**src/rtl/lwps_pkg.sv**
```systemverilog
// Package for the longest-waiting packet server.
// Holds queue sizing, the entry and scan-token types, the cell control bundle
// and the saturating wait increment. No dependencies.
`default_nettype none

package lwps_pkg;

  localparam int QUEUE_DEPTH = 16;
  localparam int IDX_W       = (QUEUE_DEPTH > 1) ? $clog2(QUEUE_DEPTH) : 1;
  localparam int CNT_W       = $clog2(QUEUE_DEPTH + 1);

  localparam logic [15:0] WAIT_MAX   = 16'hFFFF;
  localparam logic [15:0] WAIT_START = 16'd1;

  typedef struct packed {
    logic [7:0]  rem;
    logic [15:0] wait_cnt;
    logic [31:0] arr;
  } entry_t;

  // Best-so-far candidate handed from cell to cell during the search.
  typedef struct packed {
    logic             valid;
    logic [15:0]      wait_cnt;
    logic [IDX_W-1:0] idx;
    logic [7:0]       rem;
    logic [31:0]      arr;
  } token_t;

  // Broadcast from the controller to every cell.
  typedef struct packed {
    logic             insert;
    logic             commit;
    logic             serve;
    logic             remove;
    logic [IDX_W-1:0] best_idx;
    logic [CNT_W-1:0] count;
  } cell_ctl_t;

  function automatic logic [15:0] sat_inc(input logic [15:0] w);
    sat_inc = (w == WAIT_MAX) ? w : w + 16'd1;
  endfunction

endpackage

`default_nettype wire

```
**src/rtl/lwps_cell.sv**
```systemverilog
// One queue slot of the longest-waiting packet server.
// Holds one entry, shifts with its neighbours and passes the search token on.
// Depends on lwps_pkg.
`default_nettype none

module lwps_cell (
  input  wire logic                      clk,
  input  wire logic                      rst,
  input  wire logic [lwps_pkg::IDX_W-1:0] my_idx,
  input  wire lwps_pkg::cell_ctl_t        ctl,
  input  wire lwps_pkg::entry_t           front,
  input  wire lwps_pkg::entry_t           back,
  input  wire lwps_pkg::token_t           tok_in,
  output lwps_pkg::entry_t                ent,
  output lwps_pkg::token_t                tok_out
);

  logic occupied;
  logic is_best;
  logic take_back;

  assign occupied  = lwps_pkg::CNT_W'(my_idx) < ctl.count;
  assign is_best   = (my_idx == ctl.best_idx);
  assign take_back = ctl.serve && ctl.remove && (my_idx >= ctl.best_idx);

  always_ff @(posedge clk) begin
    if (ctl.insert) begin
      ent <= front;
    end else if (ctl.commit) begin
      if (take_back) begin
        // close the gap left by the finished packet
        ent.rem      <= back.rem;
        ent.arr      <= back.arr;
        ent.wait_cnt <= lwps_pkg::sat_inc(back.wait_cnt);
      end else if (ctl.serve && is_best) begin
        ent.rem      <= ent.rem - 8'd1;
        ent.wait_cnt <= lwps_pkg::WAIT_START;
      end else begin
        ent.wait_cnt <= lwps_pkg::sat_inc(ent.wait_cnt);
      end
    end
  end

  // strictly greater keeps ties with the entry nearest the front
  always_ff @(posedge clk) begin
    if (rst) begin
      tok_out.valid <= 1'b0;
    end else begin
      tok_out.valid <= tok_in.valid;
    end
    if (occupied && (ent.wait_cnt > tok_in.wait_cnt)) begin
      tok_out.wait_cnt <= ent.wait_cnt;
      tok_out.idx      <= my_idx;
      tok_out.rem      <= ent.rem;
      tok_out.arr      <= ent.arr;
    end else begin
      tok_out.wait_cnt <= tok_in.wait_cnt;
      tok_out.idx      <= tok_in.idx;
      tok_out.rem      <= tok_in.rem;
      tok_out.arr      <= tok_in.arr;
    end
  end

endmodule

`default_nettype wire

```
**src/rtl/longest_waiting_packet_server.sv**
```systemverilog
// Top level of the longest-waiting packet server: tick controller and row of cells.
// Depends on lwps_pkg and lwps_cell.
//
//  channel  | handshake            | payload
//  ---------+----------------------+-------------------------------------------
//  tick in  | start, busy          | arrival, packet_size
//  result   | out_valid (1 cycle)  | done_valid, done_delay, dropped, queue_count
//  config   | cfg_we               | cfg_wdata (serve_alternate_ticks)
//
// A serving tick's length is set by the token walking the cell row one slot a cycle;
// busy holds from accept until the tick commits; no new tick is taken meanwhile.
// A tick with no service (empty queue or off phase) skips the scan.
// The result beat is registered and shows in the cycle after the tick commits;
// the receiver cannot stall it, and a new tick may be taken while it shows.
// Synchronous reset clears count, tick counter, drop flag and out_valid, and
// sets phase and alt; slots need no clearing since only those below count are read.
`default_nettype none

module longest_waiting_packet_server (
  input  wire logic        clk,
  input  wire logic        rst,
  input  wire logic        start,
  output logic             busy,
  input  wire logic        arrival,
  input  wire logic [7:0]  packet_size,
  input  wire logic        cfg_we,
  input  wire logic        cfg_wdata,
  output logic             out_valid,
  output logic             done_valid,
  output logic [31:0]      done_delay,
  output logic             dropped,
  output logic [4:0]       queue_count
);

  localparam int D = lwps_pkg::QUEUE_DEPTH;

  typedef enum logic [1:0] {
    ST_IDLE,
    ST_LAUNCH,
    ST_SCAN,
    ST_FINISH
  } state_t;

  state_t                     state;
  logic [lwps_pkg::CNT_W-1:0] count;
  logic [lwps_pkg::CNT_W-1:0] count_next;
  logic                       phase;
  logic [31:0]                tick;
  logic                       alt;
  logic                       drop_flag;

  logic                       accept;
  logic                       full;
  logic                       do_insert;
  logic                       serve_now;
  logic                       commit;
  logic                       serving;
  logic                       remove;

  lwps_pkg::entry_t           ent [D];
  lwps_pkg::token_t           tok [D];
  lwps_pkg::entry_t           new_ent;
  lwps_pkg::token_t           inject;
  lwps_pkg::cell_ctl_t        ctl;
  lwps_pkg::token_t           tail;

  assign busy      = (state != ST_IDLE);
  assign accept    = start && !busy;
  assign full      = (count == lwps_pkg::CNT_W'(D));
  assign do_insert = accept && arrival && !full;
  assign serve_now = (phase || !alt) && (count != '0);
  assign tail      = tok[D-1];
  assign commit    = ((state == ST_SCAN) && tail.valid) || (state == ST_FINISH);
  assign serving   = (state == ST_SCAN);
  assign remove    = serving && (tail.rem <= 8'd1);
  assign count_next = count - lwps_pkg::CNT_W'(remove);

  assign new_ent.rem      = packet_size;
  assign new_ent.wait_cnt = lwps_pkg::WAIT_START;
  assign new_ent.arr      = tick;

  // the search starts below any live wait, so the front slot always wins first
  assign inject.valid    = (state == ST_LAUNCH) && serve_now;
  assign inject.wait_cnt = '0;
  assign inject.idx      = '0;
  assign inject.rem      = '0;
  assign inject.arr      = '0;

  assign ctl.insert   = do_insert;
  assign ctl.commit   = commit;
  assign ctl.serve    = serving;
  assign ctl.remove   = remove;
  assign ctl.best_idx = tail.idx;
  assign ctl.count    = count;

  for (genvar j = 0; j < D; j++) begin : g_cell
    lwps_pkg::entry_t front_j;
    lwps_pkg::entry_t back_j;
    lwps_pkg::token_t tin_j;

    if (j == 0) begin : g_first
      assign front_j = new_ent;
      assign tin_j   = inject;
    end else begin : g_mid
      assign front_j = ent[j-1];
      assign tin_j   = tok[j-1];
    end

    if (j == D - 1) begin : g_last
      assign back_j = '0;
    end else begin : g_inner
      assign back_j = ent[j+1];
    end

    lwps_cell u_cell (
      .clk     (clk),
      .rst     (rst),
      .my_idx  (lwps_pkg::IDX_W'(j)),
      .ctl     (ctl),
      .front   (front_j),
      .back    (back_j),
      .tok_in  (tin_j),
      .ent     (ent[j]),
      .tok_out (tok[j])
    );
  end

  always_ff @(posedge clk) begin
    if (rst) begin
      state     <= ST_IDLE;
      count     <= '0;
      phase     <= 1'b1;
      tick      <= '0;
      alt       <= 1'b1;
      drop_flag <= 1'b0;
      out_valid <= 1'b0;
    end else begin
      out_valid <= 1'b0;
      if (cfg_we) begin
        alt <= cfg_wdata;
      end
      unique case (state)
        ST_IDLE: begin
          if (accept) begin
            drop_flag <= arrival && full;
            if (do_insert) begin
              count <= count + lwps_pkg::CNT_W'(1);
            end
            state <= ST_LAUNCH;
          end
        end
        ST_LAUNCH: begin
          state <= serve_now ? ST_SCAN : ST_FINISH;
        end
        ST_SCAN, ST_FINISH: begin
          if (commit) begin
            count     <= count_next;
            phase     <= !phase;
            tick      <= tick + 32'd1;
            out_valid <= 1'b1;
            state     <= ST_IDLE;
          end
        end
        default: state <= ST_IDLE;
      endcase
    end
  end

  // result payload, held until the next tick completes
  always_ff @(posedge clk) begin
    if (commit) begin
      done_valid  <= remove;
      done_delay  <= remove ? (tick - tail.arr) : 32'd0;
      dropped     <= drop_flag;
      queue_count <= 5'(count_next);
    end
  end

endmodule

`default_nettype wire
```
**config.mk**
```make
export PLATFORM = sky130hd
export DESIGN_NAME = longest_waiting_packet_server
export DESIGN_NICKNAME = d
export VERILOG_FILES = /design/src/rtl/lwps_pkg.sv /design/src/rtl/lwps_cell.sv /design/src/rtl/longest_waiting_packet_server.sv
export SDC_FILE = /design/constraint.sdc
export NUM_CORES = 2
export LEC_CHECK = 0
export BUFFER_PORTS_ARGS = -buffer_cell sky130_fd_sc_hd__buf_2
export CORE_MARGIN = 4
export CORE_UTILIZATION = 30
export CTS_CLUSTER_SIZE = 14
export DETAILED_ROUTE_END_ITERATION = 10
export PLACE_DENSITY = 0.46
export SLEW_MARGIN = 5
export SYNTH_ARGS = -nofsm -noshare
export SYNTH_HDL_FRONTEND = slang
export SYNTH_SLANG_ARGS = --single-unit
```
**constraint.sdc**
```tcl
create_clock -name clk -period 23.3 [get_ports clk]
set_input_delay 4.66 -clock clk [delete_from_list [all_inputs] [get_ports clk]]
set_output_delay 4.66 -clock clk [all_outputs]
set_load 0.02 [all_outputs]
```
# == After elaboration in Yosys (flattened, before gate mapping) ==
# Index checks and enable logic that the tools add are counted.
# word_totals
ff_bits,1934
input_bits,14
out_inout_bits,41
wordCells,538
# classes
addsub,36
n_lt_le_gt_ge,49
eq_ne,39
mux,136
bitwise_logic,1
reduce_logical,140
# ops
operator,count
two-way mux 56 bit,32
two-way mux 60 bit,14
two-way mux 16 bit,32
two-way mux 32 bit,16
two-way mux 24 bit,16
"adder 16 x 1 -> 16 bit, second input constant",16
"equality test 16 bit, second input constant",16
greater-than comparator 16 bit,15
two-way mux 8 bit,16
"subtractor 8 x 1 -> 8 bit, second input constant",16
AND reduction 2 bit,36
logical AND 1 bit,57
nonzero test 3 bit,16
"less-than comparator 4 x 5 -> 1 bit, first input constant",8
two-way mux 40 bit,1
nonzero test 2 bit,19
"adder 32 x 1 -> 32 bit, second input constant",1
"equality test 4 bit, first input constant",8
"greater-or-equal comparator 4 bit, first input constant",8
subtractor 32 bit,1
"less-than comparator 3 x 5 -> 1 bit, first input constant",4
"equality test 3 x 4 -> 1 bit, first input constant",4
"greater-or-equal comparator 3 x 4 -> 1 bit, first input constant",4
"greater-than comparator 16 x 1 -> 1 bit, second input constant",1
27 further kinds,44

# == Logic depth before layout (Yosys ltp) ==
# depth
word_depth,8
ltp_mapped,12
mapped_depth_nobuf,12

# == Modules after synthesis ==
# Synthesis repeated with hierarchy kept, for this count alone.
# unflattened
cells_unflattened,12017
hier_area_um2,112738.1
# modules_own_cells
module,instances,cells_per_inst,area_each_um2,seq_area_each_um2
lwps_cell at g_cell[0].u_cell ...,14,728,6775.2,2902.8
lwps_cell at g_cell[9].u_cell,1,735,6799.0,2902.8
lwps_cell at g_cell[8].u_cell,1,498,5945.7,2902.8
longest_waiting_packet_server,1,592,5139.9,2031.9

# == Worst setup path before layout ==
# Ideal clock, no wire load.
# synth_timing
path_type,input to register
startpoint,in start
endpoint,reg count[0] in the netlist's numbering
setup_ps,85
t_arrival_ps,10729
required_time_ps,23215
setup_slack_ps,12486
path_stages,8
path_buffers,2
cell_sequence,and2_1 and3_1 clkbuf_1 buf_2 nor2_1 inv_1 o211ai_1 a21oi_1
# synth_between
elab_chain_len,5
elab_cells_between_ends,6
classes_between,2 x eq/ne; 4 x reduce/logical
# synth_rtl
element,line_no,source
from (decl),longest_waiting_packet_server.sv:22,"input wire logic start,"
logical AND 1 bit (*),longest_waiting_packet_server.sv:68,assign accept = start && !busy;
logical AND 1 bit (2 in a row),longest_waiting_packet_server.sv:70,assign do_insert = accept && arrival && !full;
!= test 2 bit (no line),-,
AND reduction 4 bit (no line) (*),-,
to (signal assigned),longest_waiting_packet_server.sv:147,count <= count + lwps_pkg::CNT_W'(1);
to (signal assigned),longest_waiting_packet_server.sv:157,count <= count_next;
to (decl),longest_waiting_packet_server.sv:45,logic [lwps_pkg::CNT_W-1:0] count;
# Every way passes the cells marked *; elsewhere a longest branch is shown, timed or not.
# A chain may end at the register's enable or synchronous reset.

# == Final worst setup path ==
# layout_timing
startpoint,in start
endpoint,reg g_cell[12].u_cell.ent[13] (netlist name)
# layout_between
elab_chain_len,4
# layout_rtl
element,line_no,source
logical AND 1 bit,longest_waiting_packet_server.sv:68,
logical AND 1 bit (2 in a row),longest_waiting_packet_server.sv:70,
two-way mux 56 bit,lwps_cell.sv:27,if (ctl.insert) begin
# Every way passes these cells.

==> reports/qor.csv <==
metric,value,unit
muxShareOfSynthArea,0.107,
vias,62149,
first_global_vias,61691,
synth.ff_latch_count,1907,
cp_top_family,buffers and inverters,
synth_top_family_by_area,simple AND/OR/NAND/NOR gates,
avgViaCountPerCell,5.00,
drive_above_1_share,0.162,
grt_pass1_wl,411000,um
htreeDepth,4,
synthArstFlopShare,0,
stdcell_area,99100,um^2
clock_skew,0.101,ns
design.portCount,55,
synth_top_flop_cell,dfxtp_1,
relSlewSlack,0.131,
min_period,8.42,ns
power.density,97.9,nW/um^2
wl_per_cell,22.2,um
antenna_left,0,
synthTopCellsByArea,"edfxtp_1, dfxtp_1, mux2_2, nand2_1, ha_1",
yosysUniqueCellTypes,96,
cts_hold_buffers,0,
crit_path_end_kind,register,
synth-xor-area-share,0.0301,
vdd_drop_max,0.0000624,V
slew_viol_final,0,
total_power,9.71,mW
cp.arrival,9.18,ns
drtIter0Drc,4866,
fp-row-count,197,
worst_hold_slack,0.348,ns
min_path_type,reg2reg,
synth_largest_area_cell,edfxtp_1,
place_congestion,0.848,
yosysSeqAreaShare,0.542,
placed_area,92100,um^2
hold_violations,0,
cts_resized,0,
leakagePower,38.8,nW
nets,8689,
yosys_warnings,0,
rsz0062_at_grt,no,
r2r_setup_slack,17.22,ns
gr-usage-met2,0.287,
met1_usage,0.255,
track_usage,0.178,
fin_util,0.343,
synth.net_count,8701,
path_clk_slew,0.06,ns
crit_slowest_cell,buf_4,
use_met3,0.0188,
syn_inst,8377,
path_depth,9,
cts_num_sinks,1907,
io_buffers,54,
worst_pin_slew,1.29,ns
grt_max_degree,159,
r2r-end,g_cell[9].u_cell.ent[37]$_DFFE_PP_,
start_util,0.302,
die_w,548,um
dieArea,300000,um^2
synth_edf_count,919,
dp_hpwl,181000,um
clock_latency,0.90,ns
yosys.area_share.simple,0.151,
max_cap_viol_count,0,
path_class,in2reg,
die_h,548,um
area_growth,13.4,%
overflow,0,
antenna_found_initial,10,
cts_root_buf,clkbuf_16,
place_ws,14.01,ns
dr.pass1.iters,6,
fin_ws,14.88,ns
timing.rr.start,count[1]$_SDFFE_PP0P_,
post-cts-setup-buffer-count,0,
fmax,119,MHz
synth_area,87400,um^2
required,24.06,ns
synthAdderAreaFrac,0.0444,
cts_tree,built,
slowest_delay,0.94,ns
path_cells,"buf_2, and2_1, nand3_4, buf_4, buf_4, buf_4, buf_4, nand2_1, nand2_1",
synth-compound-area-share,0.0898,
core_region_area,289000,um^2
rr_worst_depth,10,
syn_avg_cell_area,10.4,um^2
worstPathMaxFanout,88,
dpl.cell_count,12024,
drt-total-wl,276000,um
status,"finished, final reports clean",
path_common_cell,buf_4,
crit_buf_inv,5,
min_period_over_period,0.361,
instances_no_fill,12428,
top_usage_layer,met2,
final.setup.tns,0,ns
yosys.area.top_type_share,0.316,
worstSetupStartpointType,primary input,
crit_path_end,g_cell[12].u_cell.ent[13]$_DFFE_PP_,
crit_start,start,
cts_buffer_depth,4,
cts_made_buffers,219,
remaining_drc_errors,0,
setup_viol,0,
==> sequential cells by signal, indices dropped and copies added, names as in the netlist <==
register / cells
drop_flag: 1
out_valid: 1
queue_count: 5
alt: 1
phase: 1
dropped: 1
count: 5
g_cell.u_cell.tok_out: 929
done_delay: 32
state: 2
tick: 32
g_cell.u_cell.ent: 896
done_valid: 1
==> routing by layer <==
| layer | vias up | part of all wire |
|---|---|---|
| met4 | 0 | 0.025 |
| met3 | 352 | 0.044 |
| met1 | 30851 | 0.47 |
| met2 | 1591 | 0.46 |
| met5 | - | 0 |
| li1 | 29355 | - |
==> final cells by class <==
| cell class | instances | area, um^2 |
|---|---|---|
| fillers | 29222 | 190000 |
| flip-flops and latches | 1907 | 47400 |
| multi-input cells | 5707 | 37300 |
| clock buffers | 330 | 6420 |
| well taps | 3880 | 4850 |
| inverters | 359 | 1360 |
| repair buffers | 171 | 1160 |
| clock inverters | 70 | 603 |
| diodes | 4 | 10.0 |
==> cell usage in the layout (no fill, tap or decap), types with 23 or more instances in the layout <==
cell       synthesis  routed
a21o_1            71      71
a21oi_1          305     301
a221oi_1          37      37
a22o_1            30      30
a31oi_1           29      28
and2_1           108     108
and3_1            75      74
buf_2            164      54
buf_4              7     116
clkbuf_1         214      64
clkbuf_16          0     224
clkbuf_8           0      42
clkinv_2           0      39
dfxtp_1          988     988
edfxtp_1         919     919
ha_1             309     309
inv_1            356     355
mux2_2           791     791
mux2i_1           38      38
nand2_1         1790    1789
nand2b_1          66      66
nand3_1          149     148
nand4_1          109     109
nor2_1           422     420
nor2b_1           73      73
nor3_1            78      77
o211ai_1          28      28
o21a_1            91      91
o21ai_0          435     416
o221ai_1          79      79
or3_1             23      23
xnor2_1          175     175
xor2_1           125     125
==> where the power goes <==
group	total, mW	internal (mW)	leakage (nW)	switching [mW]
Clock	3.40	1.99	3.46	1.41
Sequential	4.51	4.17	16.7	0.333
Combinational	1.79	0.769	18.6	1.02
Total	9.71	6.93	38.8	2.77
==> synthesized netlist by cell type (23+ instances only) <==
library cell  instances
dfxtp_1             988
mux2_2              791
nand2b_1             66
and2_1              108
xor2_1              125
a21oi_1             305
o21a_1               91
clkbuf_1            214
nand4_1             109
buf_2               164
nor2b_1              73
nor2_1              422
a21o_1               71
ha_1                309
a31oi_1              29
nand3_1             149
a22o_1               30
xnor2_1             175
mux2i_1              38
a221oi_1             37
inv_1               356
o21ai_0             435
nor3_1               78
nand2_1            1790
o221ai_1             79
or3_1                23
o211ai_1             28
and3_1               75
edfxtp_1            919
==> worst reg2reg max path, cell delays in order (launching register included) <==
cell     delay (ns)
dfxtp_1        0.78
inv_1          0.18
ha_1           0.36
nand3_1        0.40
and3_4         0.62
buf_4          0.66
buf_4          0.65
buf_4          0.72
buf_4          0.86
nor2_1         0.27
a221o_1        0.32
==> worst min-delay path by stage <==
stage / start / end / cells past startpoint
floorplan: g_cell[10].u_cell.tok_out[40]$_SDFF_PP0_ / g_cell[11].u_cell.tok_out[40]$_SDFF_PP1_ / 1
global placement: g_cell[10].u_cell.tok_out[41]$_SDFF_PP1_ / g_cell[11].u_cell.tok_out[41]$_SDFF_PP1_ / 1
detailed placement: g_cell[4].u_cell.tok_out[42]$_SDFF_PP1_ / g_cell[5].u_cell.tok_out[42]$_SDFF_PP1_ / 1
CTS: g_cell[4].u_cell.tok_out[40]$_SDFF_PP0_ / g_cell[5].u_cell.tok_out[40]$_SDFF_PP1_ / 1
global route: g_cell[4].u_cell.tok_out[40]$_SDFF_PP0_ / g_cell[5].u_cell.tok_out[40]$_SDFF_PP1_ / 1
finish: g_cell[4].u_cell.tok_out[40]$_SDFF_PP0_ / g_cell[5].u_cell.tok_out[40]$_SDFF_PP1_ / 1
==> logic make-up after synthesis <==
group,Yosys count
xor+xnor,300
mux,836
buf+inv,763
compound gates,1255
fa+ha+maj,310
simple gates,3006
flops,1907
Power figures use the tool's default switching activity.
